**src/hw/rtl/complex_fir_decimator_top_assert.svh**
```systemverilog
// Assertion macros used by the execution unit (cfd_back) of the complex FIR decimator.
`ifndef COMPLEX_FIR_DECIMATOR_TOP_ASSERT_SVH
`define COMPLEX_FIR_DECIMATOR_TOP_ASSERT_SVH

// The consequent must hold in the same cycle as the antecedent.
`define CFD_ASSERT_IMP(lbl, clk, rst_n, ante, cons) \
    lbl: assert property (@(posedge clk) disable iff (!rst_n) (ante) |-> (cons)) \
        else $error("complex FIR decimator check failed");

// The consequent must hold in the cycle after the antecedent.
`define CFD_ASSERT_NXT(lbl, clk, rst_n, ante, cons) \
    lbl: assert property (@(posedge clk) disable iff (!rst_n) (ante) |=> (cons)) \
        else $error("complex FIR decimator sequence check failed");

`endif

```
**src/hw/rtl/cfd_pkg.sv**
```systemverilog
package cfd_pkg;

    localparam int MAX_TAPS    = 256;
    localparam int MAX_DECIM   = 64;
    localparam int SAMPLE_BITS = 16;

    localparam int TAP_W       = 16;
    localparam int FRAC_BITS   = 15;
    localparam int CMD_W       = 2;
    localparam int TAP_IDX_W   = 8;
    localparam int DECIM_REG_W = 7;
    localparam int TAPS_REG_W  = 9;
    localparam int CFG_DATA_W  = 9;
    localparam int CFG_IDX_W   = 1;

    localparam int TAP_AW      = $clog2(MAX_TAPS);
    localparam int HIST_DEPTH  = 1 << TAP_AW;
    localparam int CNT_W       = $clog2(MAX_TAPS + 1);
    localparam int PHASE_W     = $clog2(MAX_DECIM + 1);
    localparam int PROD_W      = TAP_W + SAMPLE_BITS;
    localparam int ACC_W       = PROD_W + TAP_AW + 1;
    localparam int QUO_W       = ACC_W + 1 - FRAC_BITS;

    localparam int INQ_DEPTH   = 4;
    localparam int INQ_AW      = $clog2(INQ_DEPTH);
    localparam int OUTQ_DEPTH  = 2;
    localparam int OUTQ_AW     = $clog2(OUTQ_DEPTH);

    localparam logic [CMD_W-1:0] CMD_PUSH  = 2'd0;
    localparam logic [CMD_W-1:0] CMD_TAP   = 2'd1;
    localparam logic [CMD_W-1:0] CMD_CLEAR = 2'd2;

    localparam logic [CFG_IDX_W-1:0] REG_DECIM = 1'd0;
    localparam logic [CFG_IDX_W-1:0] REG_TAPS  = 1'd1;

    typedef enum logic [1:0] {
        OP_PUSH  = 2'd0,
        OP_TAP   = 2'd1,
        OP_CLEAR = 2'd2
    } t_op_kind;

    typedef struct packed {
        t_op_kind                       kind;
        logic [TAP_AW-1:0]              tap_addr;
        logic signed [TAP_W-1:0]        tap_value;
        logic signed [SAMPLE_BITS-1:0]  sample_i;
        logic signed [SAMPLE_BITS-1:0]  sample_q;
    } t_op;

    typedef struct packed {
        logic signed [SAMPLE_BITS-1:0] out_i;
        logic signed [SAMPLE_BITS-1:0] out_q;
    } t_res;

    typedef struct packed {
        logic [PHASE_W-1:0] decim;
        logic [CNT_W-1:0]   taps;
    } t_cfg;

    // Round half up, drop the fraction bits and saturate to the sample width.
    function automatic logic signed [SAMPLE_BITS-1:0] finish_acc(
        input logic signed [ACC_W-1:0] acc
    );
        logic signed [ACC_W:0]   v;
        logic signed [QUO_W-1:0] q;
        logic signed [QUO_W-1:0] hi;
        logic signed [QUO_W-1:0] lo;
        hi = QUO_W'((1 << (SAMPLE_BITS - 1)) - 1);
        lo = -QUO_W'(1 << (SAMPLE_BITS - 1));
        v  = (ACC_W + 1)'(acc) + (ACC_W + 1)'(1 << (FRAC_BITS - 1));
        q  = v[ACC_W:FRAC_BITS];
        if (q > hi) begin
            finish_acc = hi[SAMPLE_BITS-1:0];
        end else if (q < lo) begin
            finish_acc = lo[SAMPLE_BITS-1:0];
        end else begin
            finish_acc = q[SAMPLE_BITS-1:0];
        end
    endfunction

endpackage

```
**src/hw/rtl/cfd_outq.sv**
```systemverilog
module cfd_outq
    import cfd_pkg::*;
(
    input  logic i_clk,
    input  logic i_rst_n,
    input  logic i_wr,
    input  t_res i_res,
    output logic o_full,
    output logic o_empty,
    output t_res o_res,
    input  logic i_pop
);

    t_res               r_q [OUTQ_DEPTH];
    logic [OUTQ_AW-1:0] r_wp;
    logic [OUTQ_AW-1:0] r_rp;
    logic [OUTQ_AW:0]   r_cnt;
    logic               wr;
    logic               rd;

    assign o_full  = r_cnt == (OUTQ_AW + 1)'(OUTQ_DEPTH);
    assign o_empty = r_cnt == '0;
    assign wr      = i_wr && !o_full;
    assign rd      = i_pop && !o_empty;
    assign o_res   = r_q[r_rp];

    always_ff @(posedge i_clk) begin
        if (wr) begin
            r_q[r_wp] <= i_res;
        end
    end

    always_ff @(posedge i_clk) begin
        if (!i_rst_n) begin
            r_wp  <= '0;
            r_rp  <= '0;
            r_cnt <= '0;
        end else begin
            if (wr) begin
                r_wp <= r_wp + 1'b1;
            end
            if (rd) begin
                r_rp <= r_rp + 1'b1;
            end
            r_cnt <= r_cnt + (OUTQ_AW + 1)'(wr) - (OUTQ_AW + 1)'(rd);
        end
    end

endmodule

```
**config.mk**
```make
export PLATFORM = sky130hd
export DESIGN_NAME = cfd_outq
export DESIGN_NICKNAME = d
export VERILOG_FILES = /design/src/hw/rtl/complex_fir_decimator_top_assert.svh /design/src/hw/rtl/cfd_pkg.sv /design/src/hw/rtl/cfd_outq.sv
export SDC_FILE = /design/constraint.sdc
export NUM_CORES = 1
export LEC_CHECK = 0
export ABC_AREA = 1
export BUFFER_PORTS_ARGS = -buffer_cell sky130_fd_sc_hd__buf_4
export CORE_UTILIZATION = 49
export CTS_CLUSTER_DIAMETER = 40
export DETAILED_ROUTE_END_ITERATION = 12
export GPL_TIMING_DRIVEN = 0
export PLACE_DENSITY = 0.75
export RECOVER_POWER = 25
export SKIP_LAST_GASP = 1
export SLEW_MARGIN = 15
export SYNTH_ARGS = -nofsm -noshare
export SYNTH_HDL_FRONTEND = slang
export SYNTH_SLANG_ARGS = --single-unit
```
**constraint.sdc**
```tcl
create_clock -name i_clk -period 2.7 [get_ports i_clk]
set_input_delay 0.54 -clock i_clk [delete_from_list [all_inputs] [get_ports i_clk]]
set_output_delay 0.54 -clock i_clk [all_outputs]
set_load 0.005 [all_outputs]
```
==> metrics.txt <==
worst skew pair latency=~0.32 ns; largest net degree at the start of global routing=33; max_slew headroom=0.530; Syn. warnings=0; drt wl/cell=15.1 µm; post-synthesis cell count=138; first-pass GRT wire length=just over 7000 µm; die area=around 5800 µm²; VDD IR max=approximately 0.00061 V; Avg Cell Area, Syn=~20 µm²; htree depth=3; CTS sink cnt=69; layout cells sized above 1=0.536; Rows=26; NumNets Final=about 260; max-cap violation count=0; CP max FO=10; initial antenna violation count=0; hold path start=i_res[9]; Hold Path Class=input port to register; num ports=70; fillers=about 400; Initial DRC Count=60; slew at the pin with the worst max-slew slack=approximately 0.70 ns; worst setup margin=0.792 ns; placed cells=around 280; WL final=4430 µm; critical path class=register to primary output; crit share post-route=0.707; Chip Width=76.4 µm; Final Hold Fails=0; crit path launch type=register; Via density=between 4 and 5; total grt overflow=0; port bufs=a little under 70; Total GRT Usage=0.164; hold slack=0.403 ns; power per cell area=a little under 900 nW/µm²; synth unique cells=12; CTS clock-pin slew for the worst setup and hold paths=~0.06 ns; Design Power=about 3.0 mW; Mapped Area=~2700 µm²; Final Skew=between 0.006 and 0.007 ns; final antenna-violating net count=0; HPWL after DPL=~3200 µm; fmax=~0.52 GHz; GPL Wtd Cong=approximately 0.7; total CTS buffers=9; Root Buffer Master=clkbuf_8; CP arrival=1.37 ns; # resized after CTS=0; vias post-DR=1417; Final min period=1.91 ns; register area share after synthesis=0.745; CP Capture Type=primary output; leakage power=1.42 nW; DR pass1 iterations=4; CTS tree=yes; Die Ht=around 76 µm; Layout area overhead=29.2%; RR Startpoint=r_cnt[0]; Synthesized Nets=between 150 and 200; outcome=completed; Starting Density=0.521; core area=around 5200 µm²; CP Data Required Time=between 2 and 2.5 ns; Post-CTS Setup Inserts=0; Slew Limit Fails=0; clock buffer depth=2; vias in the first global route=1537; Non-Filler Instances=294; Synth Register Bits=approximately 70; final number of setup-violating endpoints=0; Remaining DRCs=0; RSZ-0062 raised after global routing=no; diodes inserted=0; hold_buf cts=0; pre-CTS WS=about 0.94 ns
## cell type report
type,instances,area [µm²],area share
clock inverter,5,27.5,0.00785
inverter,9,33.8,0.00964
timing repair buffer,70,538,0.153
tap,70,87.6,0.0250
sequential,69,2020,0.577
buffer,4,71.3,0.0203
clock buffer,11,131,0.0375
multi-input combinational,56,594,0.170
## through the flow
step           TNS [ns]   util  cell area, µm²
2_1_floorplan         0      -            2710
3_3_place_gp     -12.75  0.638            3320
3_5_place_dp          0  0.644            3350
4_1_cts               0  0.675            3510
5_1_grt               0  0.674            3510
6_report              0  0.674            3510
## final timing paths
| check | endpoint | slack [ns] | cells past startpoint |
|---|---|---|---|
| min reg2reg | r_rp | 0.52 | 2 |
| max | o_res[9] | 0.79 | 4 |
| min | r_q[0][9] | 0.40 | 1 |
| max reg2reg | r_cnt[1] | 0.99 | 10 |
## kinds of logic (layout without fill, tap and decap cells)
family / after synthesis / after routing / share of synthesized area
AOI/OAI and AO/OA: 2 / 2 / 0.00369
adders and majority gates: 2 / 2 / 0.00922
buffers and inverters: 13 / 99 / 0.0387
DFF: 69 / 69 / 0.745
muxes: 32 / 32 / 0.174
and+or+nand+nor: 20 / 20 / 0.0290
## Yosys cell counts
cell type,instances,share of area
nand2_1,9,0.012
edfxtp_1,64,0.71
nor2_1,8,0.011
inv_1,9,0.012
a21oi_1,2,0.0037
buf_12,3,0.022
nand3_1,3,0.0055
dfxtp_1,5,0.037
ha_1,2,0.0092
mux2_2,2,0.0083
mux2_4,30,0.17
buf_6,1,0.0041
## metal layers
metal	up-vias	GRT usage	routed length, µm	part of all wire
li1	675	-	-	-
met1	684	0.171	1740	0.39
met2	45	0.295	2380	0.54
met3	13	0.0419	211	0.048
met4	0	0.0981	107	0.024
met5	-	0	0	0
## layout by cell type (no fill, tap or decap)
cell         n
a21oi_1      2
buf_12       3
buf_16       1
buf_4       46
buf_6        1
clkbuf_1     4
clkbuf_4    21
clkbuf_8     9
clkinv_2     4
clkinvlp_4   1
dfxtp_1      5
edfxtp_1    64
ha_1         2
inv_1        8
inv_2        1
mux2_2       2
mux2_4      30
nand2_1      9
nand3_1      3
nor2_1       7
nor2_4       1
## power breakdown
part / internal (mW) / total (mW) / switching, mW
Combinational: 0.566 / 0.955 / 0.389
Sequential: 1.36 / 1.41 / 0.0533
Clock: 0.327 / 0.670 / 0.343
## sequential cells by signal, indices dropped and copies added, names as in the netlist, named ones only
signal and flops:
r_rp 1, r_q 64, r_wp 1, r_cnt 2
## critical path: stages (launching register included)
cell	delay, ns
dfxtp_1	0.32
buf_6	0.14
buf_12	0.15
mux2_4	0.30
buf_4	0.14
No activity file was read; power rests on OpenSTA's default activity.
