[config.mk]
export PLATFORM = sky130hd
export DESIGN_NAME = cfd_front
export DESIGN_NICKNAME = d
export VERILOG_FILES = /design/src/hw/rtl/complex_fir_decimator_top_assert.svh /design/src/hw/rtl/cfd_pkg.sv /design/src/hw/rtl/cfd_front.sv
export SDC_FILE = /design/constraint.sdc
export NUM_CORES = 1
export LEC_CHECK = 0
export ABC_AREA = 1
export BUFFER_PORTS_ARGS = -buffer_cell sky130_fd_sc_hd__clkbuf_2
export CAP_MARGIN = 15
export CORE_UTILIZATION = 55
export CTS_BUF_LIST = sky130_fd_sc_hd__clkbuf_8
export DETAILED_ROUTE_END_ITERATION = 10
export GPL_ROUTABILITY_DRIVEN = 0
export HOLD_SLACK_MARGIN = 0.08
export PLACE_DENSITY = 0.77
export SYNTH_ARGS = -nofsm -noshare
export SYNTH_HDL_FRONTEND = slang
export SYNTH_SLANG_ARGS = --single-unit
[constraint.sdc]
create_clock -name i_clk -period 6.9 [get_ports i_clk]
set_clock_uncertainty 0.15 [all_clocks]
set_input_delay 1.38 -clock i_clk [delete_from_list [all_inputs] [get_ports i_clk]]
set_output_delay 1.38 -clock i_clk [all_outputs]
set_load 0.03 [all_outputs]
[src/hw/rtl/complex_fir_decimator_top_assert.svh]
// Assertion macros used by the execution unit (cfd_back) of the complex FIR decimator.
`ifndef COMPLEX_FIR_DECIMATOR_TOP_ASSERT_SVH
`define COMPLEX_FIR_DECIMATOR_TOP_ASSERT_SVH

// The consequent must hold in the same cycle as the antecedent.
`define CFD_ASSERT_IMP(lbl, clk, rst_n, ante, cons) \
    lbl: assert property (@(posedge clk) disable iff (!rst_n) (ante) |-> (cons)) \
        else $error("complex FIR decimator check failed");

// The consequent must hold in the cycle after the antecedent.
`define CFD_ASSERT_NXT(lbl, clk, rst_n, ante, cons) \
    lbl: assert property (@(posedge clk) disable iff (!rst_n) (ante) |=> (cons)) \
        else $error("complex FIR decimator sequence check failed");

`endif

[src/hw/rtl/cfd_pkg.sv]
package cfd_pkg;

    localparam int MAX_TAPS    = 256;
    localparam int MAX_DECIM   = 64;
    localparam int SAMPLE_BITS = 16;

    localparam int TAP_W       = 16;
    localparam int FRAC_BITS   = 15;
    localparam int CMD_W       = 2;
    localparam int TAP_IDX_W   = 8;
    localparam int DECIM_REG_W = 7;
    localparam int TAPS_REG_W  = 9;
    localparam int CFG_DATA_W  = 9;
    localparam int CFG_IDX_W   = 1;

    localparam int TAP_AW      = $clog2(MAX_TAPS);
    localparam int HIST_DEPTH  = 1 << TAP_AW;
    localparam int CNT_W       = $clog2(MAX_TAPS + 1);
    localparam int PHASE_W     = $clog2(MAX_DECIM + 1);
    localparam int PROD_W      = TAP_W + SAMPLE_BITS;
    localparam int ACC_W       = PROD_W + TAP_AW + 1;
    localparam int QUO_W       = ACC_W + 1 - FRAC_BITS;

    localparam int INQ_DEPTH   = 4;
    localparam int INQ_AW      = $clog2(INQ_DEPTH);
    localparam int OUTQ_DEPTH  = 2;
    localparam int OUTQ_AW     = $clog2(OUTQ_DEPTH);

    localparam logic [CMD_W-1:0] CMD_PUSH  = 2'd0;
    localparam logic [CMD_W-1:0] CMD_TAP   = 2'd1;
    localparam logic [CMD_W-1:0] CMD_CLEAR = 2'd2;

    localparam logic [CFG_IDX_W-1:0] REG_DECIM = 1'd0;
    localparam logic [CFG_IDX_W-1:0] REG_TAPS  = 1'd1;

    typedef enum logic [1:0] {
        OP_PUSH  = 2'd0,
        OP_TAP   = 2'd1,
        OP_CLEAR = 2'd2
    } t_op_kind;

    typedef struct packed {
        t_op_kind                       kind;
        logic [TAP_AW-1:0]              tap_addr;
        logic signed [TAP_W-1:0]        tap_value;
        logic signed [SAMPLE_BITS-1:0]  sample_i;
        logic signed [SAMPLE_BITS-1:0]  sample_q;
    } t_op;

    typedef struct packed {
        logic signed [SAMPLE_BITS-1:0] out_i;
        logic signed [SAMPLE_BITS-1:0] out_q;
    } t_res;

    typedef struct packed {
        logic [PHASE_W-1:0] decim;
        logic [CNT_W-1:0]   taps;
    } t_cfg;

    // Round half up, drop the fraction bits and saturate to the sample width.
    function automatic logic signed [SAMPLE_BITS-1:0] finish_acc(
        input logic signed [ACC_W-1:0] acc
    );
        logic signed [ACC_W:0]   v;
        logic signed [QUO_W-1:0] q;
        logic signed [QUO_W-1:0] hi;
        logic signed [QUO_W-1:0] lo;
        hi = QUO_W'((1 << (SAMPLE_BITS - 1)) - 1);
        lo = -QUO_W'(1 << (SAMPLE_BITS - 1));
        v  = (ACC_W + 1)'(acc) + (ACC_W + 1)'(1 << (FRAC_BITS - 1));
        q  = v[ACC_W:FRAC_BITS];
        if (q > hi) begin
            finish_acc = hi[SAMPLE_BITS-1:0];
        end else if (q < lo) begin
            finish_acc = lo[SAMPLE_BITS-1:0];
        end else begin
            finish_acc = q[SAMPLE_BITS-1:0];
        end
    endfunction

endpackage

[src/hw/rtl/cfd_front.sv]
module cfd_front
    import cfd_pkg::*;
(
    input  logic                          i_clk,
    input  logic                          i_rst_n,
    input  logic                          i_push,
    input  logic [CMD_W-1:0]              i_command,
    input  logic [TAP_IDX_W-1:0]          i_tap_index,
    input  logic signed [TAP_W-1:0]       i_tap_value,
    input  logic signed [SAMPLE_BITS-1:0] i_sample_i,
    input  logic signed [SAMPLE_BITS-1:0] i_sample_q,
    output logic                          o_full,
    output logic                          o_empty,
    output t_op                           o_op,
    input  logic                          i_pop
);

    t_op                r_q [INQ_DEPTH];
    logic [INQ_AW-1:0]  r_wp;
    logic [INQ_AW-1:0]  r_rp;
    logic [INQ_AW:0]    r_cnt;
    logic               keep;
    logic               wr;
    logic               rd;
    t_op                op;

    // Decode the request; ignored commands are accepted and dropped here.
    always_comb begin
        op.tap_addr  = TAP_AW'(i_tap_index);
        op.tap_value = i_tap_value;
        op.sample_i  = i_sample_i;
        op.sample_q  = i_sample_q;
        op.kind      = OP_PUSH;
        keep         = 1'b0;
        case (i_command)
            CMD_PUSH: begin
                op.kind = OP_PUSH;
                keep    = 1'b1;
            end
            CMD_TAP: begin
                op.kind = OP_TAP;
                keep    = 32'(i_tap_index) < MAX_TAPS;
            end
            CMD_CLEAR: begin
                op.kind = OP_CLEAR;
                keep    = 1'b1;
            end
            default: begin
                keep = 1'b0;
            end
        endcase
    end

    assign o_full  = r_cnt == (INQ_AW + 1)'(INQ_DEPTH);
    assign o_empty = r_cnt == '0;
    assign wr      = i_push && !o_full && keep;
    assign rd      = i_pop && !o_empty;
    assign o_op    = r_q[r_rp];

    always_ff @(posedge i_clk) begin
        if (wr) begin
            r_q[r_wp] <= op;
        end
    end

    always_ff @(posedge i_clk) begin
        if (!i_rst_n) begin
            r_wp  <= '0;
            r_rp  <= '0;
            r_cnt <= '0;
        end else begin
            if (wr) begin
                r_wp <= r_wp + 1'b1;
            end
            if (rd) begin
                r_rp <= r_rp + 1'b1;
            end
            r_cnt <= r_cnt + (INQ_AW + 1)'(wr) - (INQ_AW + 1)'(rd);
        end
    end

endmodule

==> results of run 1 <==
## final cells by class
cell class                 instances  area, µm²  share of cell area (%)
multi-input combinational        335       1680                    16.0
clock buffer                      41        564                    5.37
tap                              216        270                    2.57
inverter                          23       91.3                   0.870
sequential                       241       7150                    68.1
clock inverter                    25        103                   0.977
timing repair buffer             126        643                    6.12
## synthesized netlist by cell type, drive strengths merged, types with 2 or more instances
cell type,instances
buf,19
o21ai,116
inv,23
a21oi,2
nand2,18
clkbuf,18
dfxtp,9
o22ai,58
ha,6
edfxtp,232
nor2,131
nand3,2
## layer usage
metal | wire (µm) | vias to the layer above | track usage, %
li1 | - | 2627 | -
met2 | 9140 | 215 | 37.9
met3 | 1360 | 40 | 6.33
met1 | 7290 | 2761 | 25.0
met5 | 0 | - | 0
met4 | 453 | 0 | 11.3
## power by group through the flow
stage / clock, W / sequential [W] / combinational (W)
finish: 0.00106 / 0.00181 / 0.00101
global route: 0.00115 / 0.00182 / 0.00110
CTS: 0.00108 / 0.00181 / 0.00102
detailed placement: 0 / 0.00184 / 0.00101
global placement: 0 / 0.00183 / 0.000984
floorplan: 0 / 0.00179 / 0.000793
## stage by stage
stage / hold slack (ns) / power [W] / utilization (%) / worst slack [ns] / cells
after global routing: 0.383 / 0.00406 / 65.4 / 2.15 / 1007
after global placement: 0.331 / 0.00282 / 61.3 / 2.92 / 941
after floorplan: 0.310 / 0.00258 / - / 2.17 / 636
after detailed placement: 0.350 / 0.00285 / 61.3 / 2.91 / 941
final: 0.362 / 0.00387 / 65.4 / 2.35 / 1007
after CTS: 0.359 / 0.00391 / 65.4 / 2.33 / 1007
## layout by cell type (no fill, tap or decap)
| master | n |
|---|---|
| a21oi_1 | 2 |
| clkbuf_2 | 121 |
| o21ai_0 | 110 |
| ha_1 | 6 |
| nand2_2 | 1 |
| nand2_1 | 17 |
| dfxtp_2 | 1 |
| inv_2 | 1 |
| nand3_1 | 2 |
| edfxtp_1 | 232 |
| nor2_2 | 8 |
| clkbuf_8 | 41 |
| xor2_1 | 1 |
| clkinv_1 | 9 |
| fa_1 | 1 |
| o21ai_1 | 6 |
| inv_6 | 1 |
| nor2_4 | 4 |
| buf_4 | 5 |
| clkinv_2 | 7 |
| nor2_1 | 119 |
| dfxtp_1 | 7 |
| dfxtp_4 | 1 |
| o22ai_1 | 58 |
| inv_1 | 30 |
## worst reg2reg max path, stage by stage (launching register included)
cell	delay (ns)
dfxtp_1	0.37
nor2_1	0.08
nand2_1	0.11
nand2_2	0.20
nor2_4	0.81
buf_4	0.57
## final timing paths
kind              depth (start not counted)  startpoint  slack (ns)    endpoint
setup / recovery                          4   flip-flop        2.35    o_op[54]
hold / removal                            2     r_rp[1]        0.36   flip-flop
setup reg to reg                          5    r_cnt[1]        4.27  r_q[3][31]
hold reg to reg                           2     r_rp[1]        0.36   flip-flop
## state kept, by name, indices dropped and copies added, names as in the netlist, named ones only
signal  cells
r_cnt       3
r_q       232
r_rp        2
r_wp        2
## logic make-up (layout without fill, tap and decap cells)
group / after synthesis / in the layout
compound gates: 176 / 176
xor+xnor: 1 / 1
fa+ha+maj: 7 / 7
buf+inv: 60 / 215
flops: 241 / 241
simple gates: 151 / 151
==> flow_metrics.py, run 1 <==
metrics = {
    "critical_path": {
        "critical_path.max_fanout": 59,
        "worstSetupPathType": "flip-flop to primary output",
        "critical_path.slowest_cell": "dfxtp_2",
        "path_cells": "inv_2 > o21ai_0 > o22ai_1 > clkbuf_2",
        "cp_data_arrival_time_ns": 3.02,
        "slowest_delay_ns": 1.06,
        "critPathBufInv": 2,
        "cp-end-kind": "primary output",
        "start_kind": "flip-flop",
        "required_ns": 5.37,
        "cpLargestDelayFamily": "flip-flops",
    },
    "global_routing": {
        "grt_pass1_vias": 5698,
        "track_usage_pct": 22.0,
        "grt_pass1_wl_um": 27900,
        "grt_overflow": 0,
        "antenna_found_initial": 0,
        "grt_max_degree": 117,
    },
    "clock_network": {
        "cts_max_path_buffers": 3,
        "cts_tree": "built",
        "cts_setup_buffers": 0,
        "cts_buffers": 38,
        "cts_root_buf": "clkbuf_8",
        "clk_latency_ns": 0.52,
        "cts.repair.resized": 0,
        "path_clk_slew_ns": 0.06,
        "htree_levels": 2,
        "clock_sinks": 241,
        "cts_hold_buffers": 0,
    },
    "finish": {
        "nets": 834,
        "diodes": 0,
        "area_growth_pct": 14.7,
        "num-fill-cells": 1163,
        "fin_area_um2": 10500,
        "drive_gt1_share_pct": 24.1,
    },
    "timing": {
        "fin_crit_sh_pct": 66.0,
        "fmax_ghz": 0.220,
        "rsz0062_at_grt": "false",
        "relSlewSlack_pct": 25.9,
        "period_minus_slack_ns": 4.55,
        "finalSetupTns_ns": 0,
        "slew_violations": 0,
        "hold_violations": 0,
        "worst_pin_slew_ns": 1.11,
        "setup_viol": 0,
    },
    "floorplanning": {
        "row_count": 46,
        "initial_core_util_pct": 57.0,
        "die_y_um": 131,
        "core_um2": 16100,
        "die-width_um": 131,
        "io-pin-count": 122,
        "die-area_um2": 17200,
    },
    "synth": {
        "synth_fp_nets": 705,
        "synthArstFlopShare_pct": 0,
        "syn_avg_cell_area_um2": 14.4,
        "ys_ff_latch": 241,
        "synth_top_area_cell": "edfxtp_1",
        "synth_top_cell_area_share_pct": 76.1,
        "synth_simple_gate_area_share_pct": 6.46,
        "synthAdderAreaFrac_pct": 1.04,
        "ys_types": 26,
        "synth_cells": 636,
        "muxShareOfSynthArea_pct": 0,
        "synth_warnings": 0,
        "synth.area.top_cells": "edfxtp_1 (76%), o21ai_0 (6.0%), nor2_1 (5.0%), o22ai_1 (4.0%), dfxtp_1 (2.0%)",
        "ys_seq_area_share_pct": 78.0,
        "synth_compound_area_share_pct": 10.4,
        "synth_xor_area_share_pct": 0.0956,
        "synth_area_um2": 9160,
        "synth_top_family_by_area": "compound AO/OA/AOI/OAI gates",
        "synth_edf_count": 232,
        "synth_ff_type": "edfxtp_1",
    },
    "power": {
        "power_frac_comb_pct": 26.0,
        "p_sw_share_pct": 34.5,
        "p_clk_share_pct": 27.3,
        "leakagePower_nw": 3.81,
        "p_int_w": 0.00254,
        "ir_drop_v": 0.000232,
        "netSwitchingPower_w": 0.00134,
        "seqPwrFrac_pct": 46.7,
        "powerDensity_nw_per_um2": 369,
    },
    "drt": {
        "routed_wl_um": 18200,
        "drtPass1Iterations": 5,
        "drt-vias-per-instance": 5.60,
        "ant_nets": 0,
        "avgRoutedWirePerCell_um": 18.1,
        "vias": 5643,
        "drc": 0,
        "first_iter_violations": 446,
    },
    "place": {
        "hpwlAfterDp_um": 10000,
        "placed_cell_area_um2": 9840,
        "io_buffers": 121,
    },
    "outcome": {
        "status": "complete, no violations",
    },
    "worst_hold_path": {
        "worstHoldPathType": "flip-flop to flip-flop",
    },
    "run": {
        "maxCapViolations": 0,
    },
}
No activity file was read; power rests on OpenSTA's default activity.
==> run 2: changes to the inputs <==
--- a/config.mk
+++ b/config.mk
@@ -8,12 +8,12 @@
 export ABC_AREA = 1
 export BUFFER_PORTS_ARGS = -buffer_cell sky130_fd_sc_hd__clkbuf_2
 export CAP_MARGIN = 15
-export CORE_UTILIZATION = 55
+export CORE_UTILIZATION = 54
 export CTS_BUF_LIST = sky130_fd_sc_hd__clkbuf_8
 export DETAILED_ROUTE_END_ITERATION = 10
 export GPL_ROUTABILITY_DRIVEN = 0
 export HOLD_SLACK_MARGIN = 0.08
-export PLACE_DENSITY = 0.77
+export PLACE_DENSITY = 0.78
 export SYNTH_ARGS = -nofsm -noshare
 export SYNTH_HDL_FRONTEND = slang
 export SYNTH_SLANG_ARGS = --single-unit
==> constraint.sdc (replaced) <==
create_clock -name i_clk -period 4 [get_ports i_clk]
set_clock_uncertainty 0.15 [all_clocks]
set_input_delay 0.8 -clock i_clk [delete_from_list [all_inputs] [get_ports i_clk]]
set_output_delay 0.8 -clock i_clk [all_outputs]
set_load 0.03 [all_outputs]
==> flow_metrics.py, run 2 (synthesis results as in run 1) <==
metrics = {
    "critical_path": {
        "cp_data_arrival_time_ns": 2.56,
        "required_ns": 3.05,
        "critical_path.max_fanout": 74,
        "slowest_delay_ns": 0.65,
        "worstSetupPathType": "flip-flop to primary output",
        "critical_path.slowest_cell": "buf_4",
        "critPathBufInv": 2,
        "start_kind": "flip-flop",
        "path_cells": "buf_4 > o21ai_0 > o22ai_1 > clkbuf_2",
        "r2r-end": "r_cnt[2]",
        "cp-end-kind": "primary output",
        "cpLargestDelayFamily": "buffers and inverters",
        "rr_worst_depth": 9,
        "reg2reg_slack_ns": 1.82,
        "reg2reg_from": "r_cnt[1]",
    },
    "drt": {
        "ant_nets": 0,
        "routed_wl_um": 18500,
        "drt-vias-per-instance": 5.53,
        "drc": 0,
        "drtPass1Iterations": 5,
        "first_iter_violations": 332,
        "vias": 5620,
        "avgRoutedWirePerCell_um": 18.2,
    },
    "timing": {
        "finalSetupTns_ns": 0,
        "fmax_ghz": 0.285,
        "fin_crit_sh_pct": 87.8,
        "layout_setup_ws_ns": 0.488,
        "hold_slack_ns": 0.353,
        "period_minus_slack_ns": 3.51,
        "rsz0062_at_grt": "false",
        "relSlewSlack_pct": 51.1,
        "setup_viol": 0,
        "hold_violations": 0,
        "slew_violations": 0,
        "worst_pin_slew_ns": 0.734,
    },
    "place": {
        "hpwlAfterDp_um": 10400,
        "dp.cells": 953,
        "dp_slack_ns": 0.981,
        "io_buffers": 121,
    },
    "run": {
        "maxCapViolations": 0,
    },
    "finish": {
        "drive_gt1_share_pct": 24.8,
        "largest_reg_flops": 232,
        "final_common_cell": "edfxtp_1",
        "nets": 843,
        "top_register": "r_q",
        "stdcell_count": 1017,
        "mostFrequentLayoutCells": "edfxtp_1 (232), clkbuf_2 (121), nor2_1 (119)",
        "reg_top3": "r_q x232, r_cnt x3",
        "area_growth_pct": 15.5,
        "diodes": 0,
        "num-fill-cells": 1230,
    },
    "power": {
        "ir_drop_v": 0.000386,
        "powerDensity_nw_per_um2": 635,
        "leakagePower_nw": 3.85,
        "finalPower_w": 0.00672,
    },
    "floorplanning": {
        "initial_core_util_pct": 55.2,
        "die-width_um": 132,
        "die_y_um": 132,
        "io-pin-count": 122,
        "core_um2": 16600,
        "die-area_um2": 17500,
        "row_count": 47,
    },
    "worst_hold_path": {
        "whs_path_depth": 1,
        "worstHoldPathType": "input pin to flip-flop",
        "min_from": "i_sample_i[15]",
        "min_to": "r_q[3][31]",
    },
    "global_routing": {
        "grt_pass1_vias": 5704,
        "grt_pass1_wl_um": 28400,
        "antenna_found_initial": 0,
        "track_usage_pct": 21.3,
        "grt_overflow": 0,
        "grt_max_degree": 97,
    },
    "clock_network": {
        "path_clk_slew_ns": 0.06,
        "cts_tree": "built",
        "cts.repair.resized": 0,
        "clk_latency_ns": 0.51,
        "clock_sinks": 241,
        "cts_setup_buffers": 0,
        "cts_root_buf": "clkbuf_8",
        "cts_hold_buffers": 0,
        "htree_levels": 2,
        "cts_buffers": 39,
        "cts_max_path_buffers": 3,
    },
    "outcome": {
        "status": "complete, no violations",
    },
}
## run 2: changes by cell type in the layout (fill, tap and decap cells not counted), sizes merged
cell	delta
clkbuf	+2
buf	+8
clkinv	-5
inv	+1
## run 2: layout make-up
| cell class | instances | area [µm²] | area share, % |
|---|---|---|---|
| Clock buffer | 43 | 592 | 5.60 |
| Clock inverter | 21 | 83.8 | 0.793 |
| Inverter | 23 | 91.3 | 0.864 |
| Multi-Input combinational cell | 335 | 1680 | 15.9 |
| Sequential cell | 241 | 7150 | 67.6 |
| Tap cell | 220 | 275 | 2.60 |
| Timing Repair Buffer | 134 | 703 | 6.65 |
## run 2: routing by layer
layer	wire length (µm)	track usage, %	part of all wire (%)
met5	0	0	0
met4	446	9.51	2.4
met3	1380	5.34	7.5
met2	9520	38.2	51
met1	7150	24.0	39
## run 2: worst max path at each step
stage                         start         to  slack (ns)  cells past startpoint
after global routing      flip-flop   o_op[49]        0.29                      4
final                     flip-flop   o_op[53]        0.49                      4
after detailed placement  flip-flop   o_op[22]        0.98                      4
after floorplan              i_push  r_q[0][0]       -0.15                      4
after global placement    flip-flop   o_op[21]        1.08                      4
after CTS                 flip-flop   o_op[22]        0.43                      4
## run 2: power by group
group | switching, W | internal, W | total [W] | leakage (nW)
clock | 0.000860 | 0.000975 | 0.00184 | 0.389
combinational | 0.00134 | 0.000459 | 0.00180 | 1.27
sequential | 0.0000934 | 0.00299 | 0.00308 | 2.19
## run 2: stage by stage
step / cell area (µm²) / utilization (%)
floorplan: 9160 / -
global placement: 9900 / 59.7
detailed placement: 9900 / 59.7
CTS: 10600 / 63.8
global route: 10600 / 63.8
finish: 10600 / 63.8
